==> src/rtl/sss_pkg.sv <==
// Package: shared constants and types for the scoped symbol stack.
package sss_pkg;

  localparam int STACK_ENTRIES_DEF = 64;
  localparam int NAME_CHARS_DEF    = 30;
  localparam int ADDR_BITS_DEF     = 16;
  localparam int NAME_BITS         = 240;

  localparam logic [2:0] REQ_PUSH  = 3'd0;
  localparam logic [2:0] REQ_POP   = 3'd1;
  localparam logic [2:0] REQ_FIND  = 3'd2;
  localparam logic [2:0] REQ_ENTER = 3'd3;
  localparam logic [2:0] REQ_LEAVE = 3'd4;

  localparam logic [1:0] ST_OK       = 2'd0;
  localparam logic [1:0] ST_NOTFOUND = 2'd1;
  localparam logic [1:0] ST_EMPTY    = 2'd2;
  localparam logic [1:0] ST_FULL     = 2'd3;

  // Classified request handed from front to back.
  typedef struct packed {
    logic [2:0]           req;
    logic [NAME_BITS-1:0] name;
    logic                 init;
    logic [12:0]          ty;
  } cmd_t;

  // Result transaction.
  typedef struct packed {
    logic [1:0]           status;
    logic [15:0]          addr;
    logic [12:0]          ty;
    logic                 init;
    logic [7:0]           level;
    logic [NAME_BITS-1:0] name;
    logic [15:0]          free;
  } res_t;

  // Clears every byte after the first zero byte or past nchars.
  function automatic logic [NAME_BITS-1:0] norm_name(input logic [NAME_BITS-1:0] raw,
                                                     input int nchars);
    logic [NAME_BITS-1:0] r;
    logic ended;
    r = '0;
    ended = 1'b0;
    for (int b = 0; b < 30; b++) begin
      if (b >= nchars || raw[b*8 +: 8] == 8'd0) ended = 1'b1;
      if (!ended) r[b*8 +: 8] = raw[b*8 +: 8];
    end
    return r;
  endfunction

endpackage

==> src/rtl/sss_front.sv <==
// Front end: accepts request transactions, normalises the name, queues commands.
module sss_front #(
  parameter int NAME_CHARS = sss_pkg::NAME_CHARS_DEF
) (
  input  logic                        clk,
  input  logic                        rst,
  input  logic                        in_valid,
  output logic                        in_stall,
  input  logic [2:0]                  req_type,
  input  logic [sss_pkg::NAME_BITS-1:0] raw_name,
  input  logic                        init_flag,
  input  logic                        base_kind,
  input  logic [3:0]                  pointer_depth,
  input  logic [7:0]                  block_count,
  output logic                        cmd_valid,
  input  logic                        cmd_take,
  output sss_pkg::cmd_t               cmd
);
  // two-entry queue
  sss_pkg::cmd_t q [2];
  logic          rd_ptr, wr_ptr;
  logic [1:0]    fill;
  logic          push, pop;

  assign in_stall  = (fill == 2'd2);
  assign push      = in_valid && !in_stall;
  assign cmd_valid = (fill != 2'd0);
  assign pop       = cmd_valid && cmd_take;
  assign cmd       = q[rd_ptr];

  always_ff @(posedge clk) begin
    if (rst) begin
      rd_ptr <= 1'b0;
      wr_ptr <= 1'b0;
      fill   <= 2'd0;
    end else begin
      if (push) wr_ptr <= ~wr_ptr;
      if (pop) rd_ptr <= ~rd_ptr;
      fill <= fill + {1'b0, push} - {1'b0, pop};
    end
  end

  always_ff @(posedge clk) begin
    if (push) begin
      q[wr_ptr].req  <= req_type;
      q[wr_ptr].name <= sss_pkg::norm_name(raw_name, NAME_CHARS);
      q[wr_ptr].init <= init_flag;
      q[wr_ptr].ty   <= {block_count, pointer_depth, base_kind};
    end
  end
endmodule

==> config.mk <==
export PLATFORM = sky130hd
export DESIGN_NAME = sss_front
export DESIGN_NICKNAME = d
export VERILOG_FILES = /design/src/rtl/sss_pkg.sv /design/src/rtl/sss_front.sv
export SDC_FILE = /design/constraint.sdc
export NUM_CORES = 1
export LEC_CHECK = 0
export BUFFER_PORTS_ARGS = -buffer_cell sky130_fd_sc_hd__buf_2
export CAP_MARGIN = 10
export CORE_MARGIN = 10
export CORE_UTILIZATION = 58
export CTS_CLUSTER_SIZE = 28
export DETAILED_ROUTE_END_ITERATION = 16
export GPL_TIMING_DRIVEN = 0
export PLACE_DENSITY = 0.9
export SETUP_SLACK_MARGIN = 0.15
export SKIP_CTS_REPAIR_TIMING = 1
export SLEW_MARGIN = 20
export SYNTH_ARGS = -nofsm -noshare
export SYNTH_HDL_FRONTEND = slang
export SYNTH_SLANG_ARGS = --single-unit
==> constraint.sdc <==
create_clock -name clk -period 31.1 [get_ports clk]
set_input_delay 3.11 -clock clk [delete_from_list [all_inputs] [get_ports clk]]
set_output_delay 3.11 -clock clk [all_outputs]
set_load 0.02 [all_outputs]
# Word level (Yosys, flattened, before mapping)

Memories as Yosys holds them, arrays and structs flattened. A register that Yosys moved wholly into a read port is not among the register bits.
Index checks and enable logic that the tools add are counted.

Register bits after elaboration: 4
Bits in writable memories: 514
Bits of input ports: 261
Output and inout port bits: 259
Logic and storage cells: 167
Memories: 1

Add/subtract/negate cells: 2
Equality and inequality tests: 1
Muxes and demuxes: 124
Bitwise operators: 2
Reductions and logical operators: 34

Memory list:

| name | depth | width | read ports | clocked after memory_dff | write ports | RTL line        | text |
|---|---|---|---|---|---|---|---|
| q    | 2     | 257   | 1          | 1                        | 1           | sss_front.sv:20 | `sss_pkg::cmd_t q [2];` |

Operator list:

| operator           | number |
|---|---|
| $mux 8             | 60 |
| $logic_not 8->1    | 30 |
| $mux 1             | 64 |
| $add 2x1->2        | 1 |
| $eq 2x2->1 const B | 1 |
| $logic_and 1x1->1  | 2 |
| $not 1->1          | 2 |
| $reduce_bool 2->1  | 1 |
| $sub 2x1->2        | 1 |
| $logic_not 1->1    | 1 |

# Longest topological paths before layout

Gate-level depths: netlist (run 1).

Depth in word-level cells: 64
Mapped depth: 8
Gate-level depth less buffers: 8

# Worst setup path before layout (run 1)

Ideal clock, no wire load.

Path kind: input port to flip-flop
Start: input port in_valid
End: memory q[0][0] (netlist name) (enable)
Library setup time: 879 ps
Arrival time: 13847 ps
Data required time: 30221 ps
Setup slack: 16374 ps
Stages on the path: 2
Buffers on the path: 0
Path through: nand2_1 > nor2_1

Longest elaborated chain between the ends: 3

RTL lines:

| item                         | RTL line        | text |
|---|---|---|
| from (decl)                  | sss_front.sv:7  | `input logic in_valid,` |
| $logic_and 1x1->1            | sss_front.sv:26 | `assign push = in_valid && !in_stall;` |
| $mux 1                       | sss_front.sv:44 | `if (push) begin` |
| $mux 1 (implied by the code) | sss_front.sv:48 | `q[wr_ptr].ty <= {block_count, pointer_depth, base_kind};` |
| to (decl)                    | sss_front.sv:20 |  |

No other way between the ends.

==> flow_metrics.env, run 1 <==
export IMPL_relSlewSlack=0.408
export IMPL_syn_area_mm2=0.0211
export IMPL_rsz0062_at_grt="false"
export IMPL_cpMaxStageDelayCell="clkbuf_1"
export IMPL_cts_root_buf="clkbuf_16"
export IMPL_dr_pass1_iters=5
export IMPL_port_buffers=519
export IMPL_grt_overflow=0
export IMPL_tightest_slew_ns=0.881
export IMPL_via_count=13476
export IMPL_finalNetCount=2053
export IMPL_crit_top_cell="clkbuf_1"
export IMPL_wire_per_inst_um=25.7
export IMPL_status="finished clean"
export IMPL_postRouteAntennaNets=0
export IMPL_die_h_um=211
export IMPL_required_ns=27.99
export IMPL_grt_pass1_wl_um=86600
export IMPL_fin_cells=2300
export IMPL_hold_class="flop to flop"
export IMPL_r2r_slack_ns=28.61
export IMPL_r2r_end="q[1][153]"
export IMPL_die_width_um=211
export IMPL_critPathCaptureType="primary output"
export IMPL_yosys_top_cells_area="edfxtp_1 73%, mux2_2 14%, and2_1 4.0%"
export IMPL_core_area_mm2=0.0357
export IMPL_synth_ff_type="edfxtp_1"
export IMPL_peakVddDrop_mv=0.0779
export IMPL_syn_to_final_growth_pct=24.5
export IMPL_seq_area_frac_synth=0.738
export IMPL_hold_path_depth=2
export IMPL_pre_cts_ws_ns=25.29
export IMPL_start_util=0.591
export IMPL_grt_max_degree=53
export IMPL_h_tree_depth=2
export IMPL_setup_tns_final_ns=0
export IMPL_max_freq_ghz=0.159
export IMPL_synth_nets=1465
export IMPL_r2r_start="fill[0]"
export IMPL_dp_cells=2198
export IMPL_post_route_min_period_ns=6.27
export IMPL_critPathKind="flop to primary output"
export IMPL_grt_pass1_vias=14589
export IMPL_dieArea_mm2=0.0443
export IMPL_worstSkewPairLatency_ns=0.58
export IMPL_crit_arrival_ns=3.16
export IMPL_setup_viol=0
export IMPL_avgSynthCellArea_um2=17.5
export IMPL_wirelength_um=59200
export IMPL_p_per_area_mw_per_mm2=81.1
export IMPL_io_pins=520
export IMPL_dp_hpwl_um=43800
export IMPL_power_uw=2130
export IMPL_drv_slew=0
export IMPL_clkTransAtPathRegs_ns=0.06
export IMPL_gr_usage_all_layers=0.257
export IMPL_cp_top_family="buffers and inverters"
export IMPL_synthArstFlopShare=0
export IMPL_crit_buf_inv=4
export IMPL_yosysTopAreaCell="edfxtp_1"
export IMPL_min_to="rd_ptr"
export IMPL_drtIter0Drc=1092
export IMPL_synth_commonest_cells="514 x edfxtp_1, 257 x mux2_2, 134 x and2_1"
export IMPL_yosysMostFrequentCell="edfxtp_1"
export IMPL_synthDistinctLibCells=35
export IMPL_viasPerCell=5.86
export IMPL_worst_clock_skew_ns=0.0135
export IMPL_synth_top_area_frac=0.733
export IMPL_syn_inst=1202
export IMPL_rows=69
export IMPL_p_leak_uw=0.00984
export IMPL_drive_gt1_frac=0.486
export IMPL_hold_viol_final=0
export IMPL_maxCapViolCount=0
export IMPL_cts_tree="yes"
export IMPL_antenna_found_initial=13
export IMPL_gp_congestion=0.914
export IMPL_crit_fanout=10
export IMPL_min_delay_start="rd_ptr"
export IMPL_utilization=0.735
export IMPL_clockBufferDepth=3
export IMPL_worst_path_largest_cell_delay_ns=0.66
export IMPL_path_cells="clkbuf_1 -> clkbuf_1 -> clkbuf_1 -> mux2_2 -> buf_2"
export IMPL_yosysWarnings=0
export IMPL_setup_ws_ns=24.83
export IMPL_r2r_cells=5
export IMPL_cts_buffers=51
export IMPL_drc=0
export IMPL_fin_crit_sh=0.202
export IMPL_start_kind="flop"
export IMPL_clock_sinks=519
export IMPL_synth_seq_cells=519
export IMPL_synth_edf_count=514
## registers in the layout, summed over array words and instances, names as in the netlist, named ones only
| register | cells |
|---|---|
| wr_ptr | 1 |
| rd_ptr | 1 |
| q | 514 |
| fill | 2 |
## per-stage QoR
step | cell area [um2] | hold WS (ns)
detailed placement | 24600 | 0.511
CTS | 26200 | 0.539
global route | 26200 | 0.579
finish | 26200 | 0.534
floorplan | 21100 | 0.481
global placement | 24200 | 0.493
## worst max-delay path by stage
stage / cells after the start / from / end
6_report: 5 / flop / cmd[125]
5_1_grt: 5 / flop / cmd[125]
4_1_cts: 5 / flop / cmd[117]
3_5_place_dp: 5 / flop / cmd[117]
3_3_place_gp: 3 / in_valid / q[0][165]
2_1_floorplan: 2 / in_valid / q[0][0]
## where the power goes
group          internal, uW  switching (uW)
Combinational           235             390
Clock                   333             250
Sequential              894            25.2
Total                  1460             665
## kinds of logic (layout without fill, tap and decap cells)
kind of cell | after synthesis | count (layout) | synth area share
DFF | 519 | 519 | 0.738
AOI/OAI and AO/OA | 5 | 5 | 0.00154
other | 0 | 15 | 0
buffers and inverters | 64 | 686 | 0.0146
adders and majority gates | 2 | 2 | 0.00119
and+or+nand+nor | 351 | 351 | 0.106
xor gates and xnor gates | 4 | 4 | 0.00166
muxes | 257 | 257 | 0.137
## placed cells by master (no fill, tap or decap), drive strengths merged, types with 2 or more instances in the layout
cell,n
a21oi,4
and2,136
and3,89
and4,17
buf,548
bufinv,4
clkbuf,111
clkinv,17
clkinvlp,2
dfxtp,5
diode,15
edfxtp,514
ha,2
inv,4
mux2,257
nand2,22
nand2b,2
nand4,3
nor2,14
nor3,3
nor4,48
or4,12
xnor2,2
xor2,2
## worst min-delay path: stages (launching register included)
cell	delay, ns
dfxtp_1	0.33
xnor2_1	0.09
nor2_1	0.09
## layout make-up
| type | instances | area [um2] |
|---|---|---|
| Antenna cell | 15 | 37.5 |
| Buffer | 62 | 299 |
| Clock buffer | 62 | 1320 |
| Clock inverter | 25 | 228 |
| Fill cell | 2059 | 9440 |
| Inverter | 2 | 7.51 |
| Multi-Input combinational cell | 619 | 5240 |
| Sequential cell | 519 | 15500 |
| Tap cell | 461 | 577 |
| Timing Repair Buffer | 535 | 2980 |
## per-layer routing
layer  GRT usage  vias to the layer above  wire (um)
met3      0.0699                      151       5300
met5           0                        -         17
met4       0.123                        2       2610
li1            -                     5871          -
met1       0.278                     6686      20300
met2       0.459                      766      30900
Power figures use the tool's default switching activity.
==> run 2: changes to the inputs <==
--- a/config.mk
+++ b/config.mk
@@ -5,14 +5,15 @@
 export SDC_FILE = /design/constraint.sdc
 export NUM_CORES = 1
 export LEC_CHECK = 0
+export ABC_AREA = 1
 export BUFFER_PORTS_ARGS = -buffer_cell sky130_fd_sc_hd__buf_2
 export CAP_MARGIN = 10
 export CORE_MARGIN = 10
-export CORE_UTILIZATION = 58
+export CORE_UTILIZATION = 48
 export CTS_CLUSTER_SIZE = 28
 export DETAILED_ROUTE_END_ITERATION = 16
 export GPL_TIMING_DRIVEN = 0
-export PLACE_DENSITY = 0.9
+export PLACE_DENSITY = 0.8
 export SETUP_SLACK_MARGIN = 0.15
 export SKIP_CTS_REPAIR_TIMING = 1
 export SLEW_MARGIN = 20
==> constraint.sdc (replaced) <==
create_clock -name clk -period 5.27 [get_ports clk]
set_input_delay 0.527 -clock clk [delete_from_list [all_inputs] [get_ports clk]]
set_output_delay 0.527 -clock clk [all_outputs]
set_load 0.02 [all_outputs]
==> flow_metrics.env, run 2 <==
export IMPL_status="finished clean"
export IMPL_yosysWarnings=0
export IMPL_wire_per_inst_um=20.2
export IMPL_synth_xor_area_frac=0.000410
export IMPL_yosys_top_cells_area="edfxtp_1 72%, mux2_2 14%, inv_1 4.5%"
export IMPL_p_per_area_mw_per_mm2=467
export IMPL_largest_register_ffs=514
export IMPL_grt_pass1_vias=14323
export IMPL_start_kind="input pin"
export IMPL_post_route_min_period_ns=3.93
export IMPL_syn_to_final_growth_pct=25.7
export IMPL_clock_sinks=519
export IMPL_drtIter0Drc=994
export IMPL_hold_viol_final=0
export IMPL_layout_commonest_cell="buf_2"
export IMPL_r2r_end="q[0][4]"
export IMPL_synth_top_family_by_area="multiplexers"
export IMPL_cpMaxStageDelayCell="nand4_4"
export IMPL_clkTransAtPathRegs_ns=0.06
export IMPL_final_cell_mix="519 x buf_2, 514 x edfxtp_1, 257 x mux2_2"
export IMPL_io_pins=520
export IMPL_synth_compound_area_frac=0.000702
export IMPL_die_width_um=231
export IMPL_p_int_uw=8640
export IMPL_core_area_mm2=0.0441
export IMPL_required_ns=5.68
export IMPL_path_cells="buf_2 -> inv_1 -> nand2_1 -> nor2_1 -> nand2_2 -> nand2_4 -> nor2_8 -> nand4_4 -> nor2_4 -> nand4_4 -> nor2_4 -> nand4_4 -> nor2_4 -> nand4_4 -> nor2_4 -> nand4_4 -> nor2_4 -> nand4_4 -> nor2_4 -> nand3_2 -> nor2_1"
export IMPL_wirelength_um=54100
export IMPL_synthMuxAreaShare=0.135
export IMPL_synth_seq_cells=519
export IMPL_viasPerCell=4.99
export IMPL_die_h_um=231
export IMPL_yosysTopAreaCell="edfxtp_1"
export IMPL_synthAdderAreaFrac=0.00117
export IMPL_syn_inst=1452
export IMPL_p_seq_frac=0.433
export IMPL_grt_max_degree=27
export IMPL_dr_pass1_iters=5
export IMPL_tightest_slew_ns=0.813
export IMPL_crit_fanout=9
export IMPL_relSlewSlack=0.452
export IMPL_postRouteAntennaNets=0
export IMPL_grt_overflow=0
export IMPL_top_register="q"
export IMPL_clockBufferDepth=3
export IMPL_drive_gt1_frac=0.433
export IMPL_r2r_start="fill[0]"
export IMPL_grt_pass1_wl_um=81300
export IMPL_syn_area_mm2=0.0214
export IMPL_rows=77
export IMPL_port_buffers=519
export IMPL_avgSynthCellArea_um2=14.7
export IMPL_critPathKind="input pin to flop"
export IMPL_power_uw=12500
export IMPL_peakVddDrop_mv=0.323
export IMPL_synth_top_area_frac=0.722
export IMPL_maxCapViolCount=0
export IMPL_cts_root_buf="clkbuf_16"
export IMPL_cts_buffers=52
export IMPL_gr_usage_all_layers=0.196
export IMPL_synthSimpleGateAreaFrac=0.0837
export IMPL_start_util=0.484
export IMPL_synth_ff_type="edfxtp_1"
export IMPL_cts_tree="yes"
export IMPL_synth_commonest_cells="514 x edfxtp_1, 257 x mux2_2, 254 x inv_1"
export IMPL_worst_path_largest_cell_delay_ns=0.29
export IMPL_startpoint="raw_name[3]"
export IMPL_dp_hpwl_um=41100
export IMPL_num_fill_cells=3245
export IMPL_p_switching_uw=3900
export IMPL_hold_path_depth=1
export IMPL_worst_clock_skew_ns=0.00746
export IMPL_rsz0062_at_grt="false"
export IMPL_drc=0
export IMPL_top_regs="q: 514 flops, fill: 2 flops"
export IMPL_max_freq_ghz=0.255
export IMPL_crit_arrival_ns=4.33
export IMPL_r2r_slack_ns=2.48
export IMPL_drv_slew=0
export IMPL_worstSkewPairLatency_ns=0.57
export IMPL_setup_viol=0
export IMPL_swShare=0.311
export IMPL_whs_ns=0.142
export IMPL_hold_class="input pin to flop"
export IMPL_p_leak_uw=0.0110
export IMPL_via_count=13360
export IMPL_gp_congestion=0.891
export IMPL_r2r_cells=8
export IMPL_antenna_found_initial=5
export IMPL_seq_area_frac_synth=0.727
export IMPL_h_tree_depth=2
export IMPL_fin_crit_sh=0.745
export IMPL_synth_nets=1715
export IMPL_yosysMostFrequentCell="edfxtp_1"
export IMPL_power_share_clock=0.276
export IMPL_critPathCaptureType="flop"
export IMPL_synthArstFlopShare=0
export IMPL_crit_end="q[1][242]"
export IMPL_finalNetCount=2312
export IMPL_synthDistinctLibCells=26
export IMPL_comb_power_share=0.291
export IMPL_synth_edf_count=514
export IMPL_dieArea_mm2=0.0534
[run 2: cell types whose count changed in the layout (fill, tap and decap cells not counted), sizes merged, moves of 9 or more]
cell / change
nand2: +23
nand4: +14
and4: -17
clkbuf: -12
inv: +254
clkinv: +10
and3: -89
or4: -12
nor2: +236
nand3: +9
diode: -14
and2: -136
[run 2: area by class of cell]
type                    instances  area, um2  share of cell area
plain buffers                  37        139             0.00517
well taps                     592        741              0.0276
inverters                     259        972              0.0362
multi-input cells             637       4750               0.177
clock inverters                30        226             0.00843
clock buffers                  62       1360              0.0506
flip-flops and latches        519      15500               0.578
repair buffers                543       3140               0.117
diodes                          1       2.50           0.0000932
[run 2: worst min-delay path by stage]
stage,from,endpoint,slack (ns)
floorplan,rd_ptr,flop,0.45
global placement,rd_ptr,rd_ptr,0.47
detailed placement,rd_ptr,flop,0.48
CTS,pointer_depth[2],q[1][3],0.1
global route,pointer_depth[3],q[1][4],0.11
finish,pointer_depth[2],q[0][3],0.14
[run 2: routing by layer]
| metal | GRT usage | vias up | routed length (um) |
|---|---|---|---|
| li1 | - | 6259 | - |
| met1 | 0.213 | 6490 | 19400 |
| met2 | 0.351 | 512 | 28200 |
| met3 | 0.0713 | 95 | 5360 |
| met4 | 0.0553 | 4 | 1220 |
| met5 | 0 | - | 27 |
[run 2: power groups by stage]
stage	Clock [uW]	Combinational, uW	Sequential, uW
2_1_floorplan	0	2220	5620
3_3_place_gp	0	3430	5730
3_5_place_dp	0	3670	5510
6_report	3470	3650	5430
5_1_grt	3680	3890	5470
4_1_cts	3520	3700	5430
[run 2: cell families (layout without fill, tap and decap cells)]
logic type	count (synthesis)	in the layout
simple gates	374	374
xor+xnor	1	1
mux	257	257
compound gates	3	3
fa+ha+maj	2	2
other cells	0	1
flops	519	519
buf+inv	296	931
[run 2: stage by stage]
stage | TNS [ns] | cell area, um2 | setup slack (ns) | utilization | cells
5_1_grt | 0 | 26900 | 1.01 | 0.609 | 2679
2_1_floorplan | -1362.55 | 21400 | -2.66 | - | 1452
6_report | 0 | 26900 | 1.34 | 0.609 | 2680
3_3_place_gp | -3229.60 | 24700 | -6.32 | 0.560 | 2563
4_1_cts | 0 | 26900 | 1.27 | 0.609 | 2679
3_5_place_dp | 0 | 25300 | 0.679 | 0.573 | 2587
[run 2: worst max-delay path, delay by kind of cell]
family	cells	cell delay [ns]
buffers and inverters	2	0.16
AND/OR/NAND/NOR	19	3.61
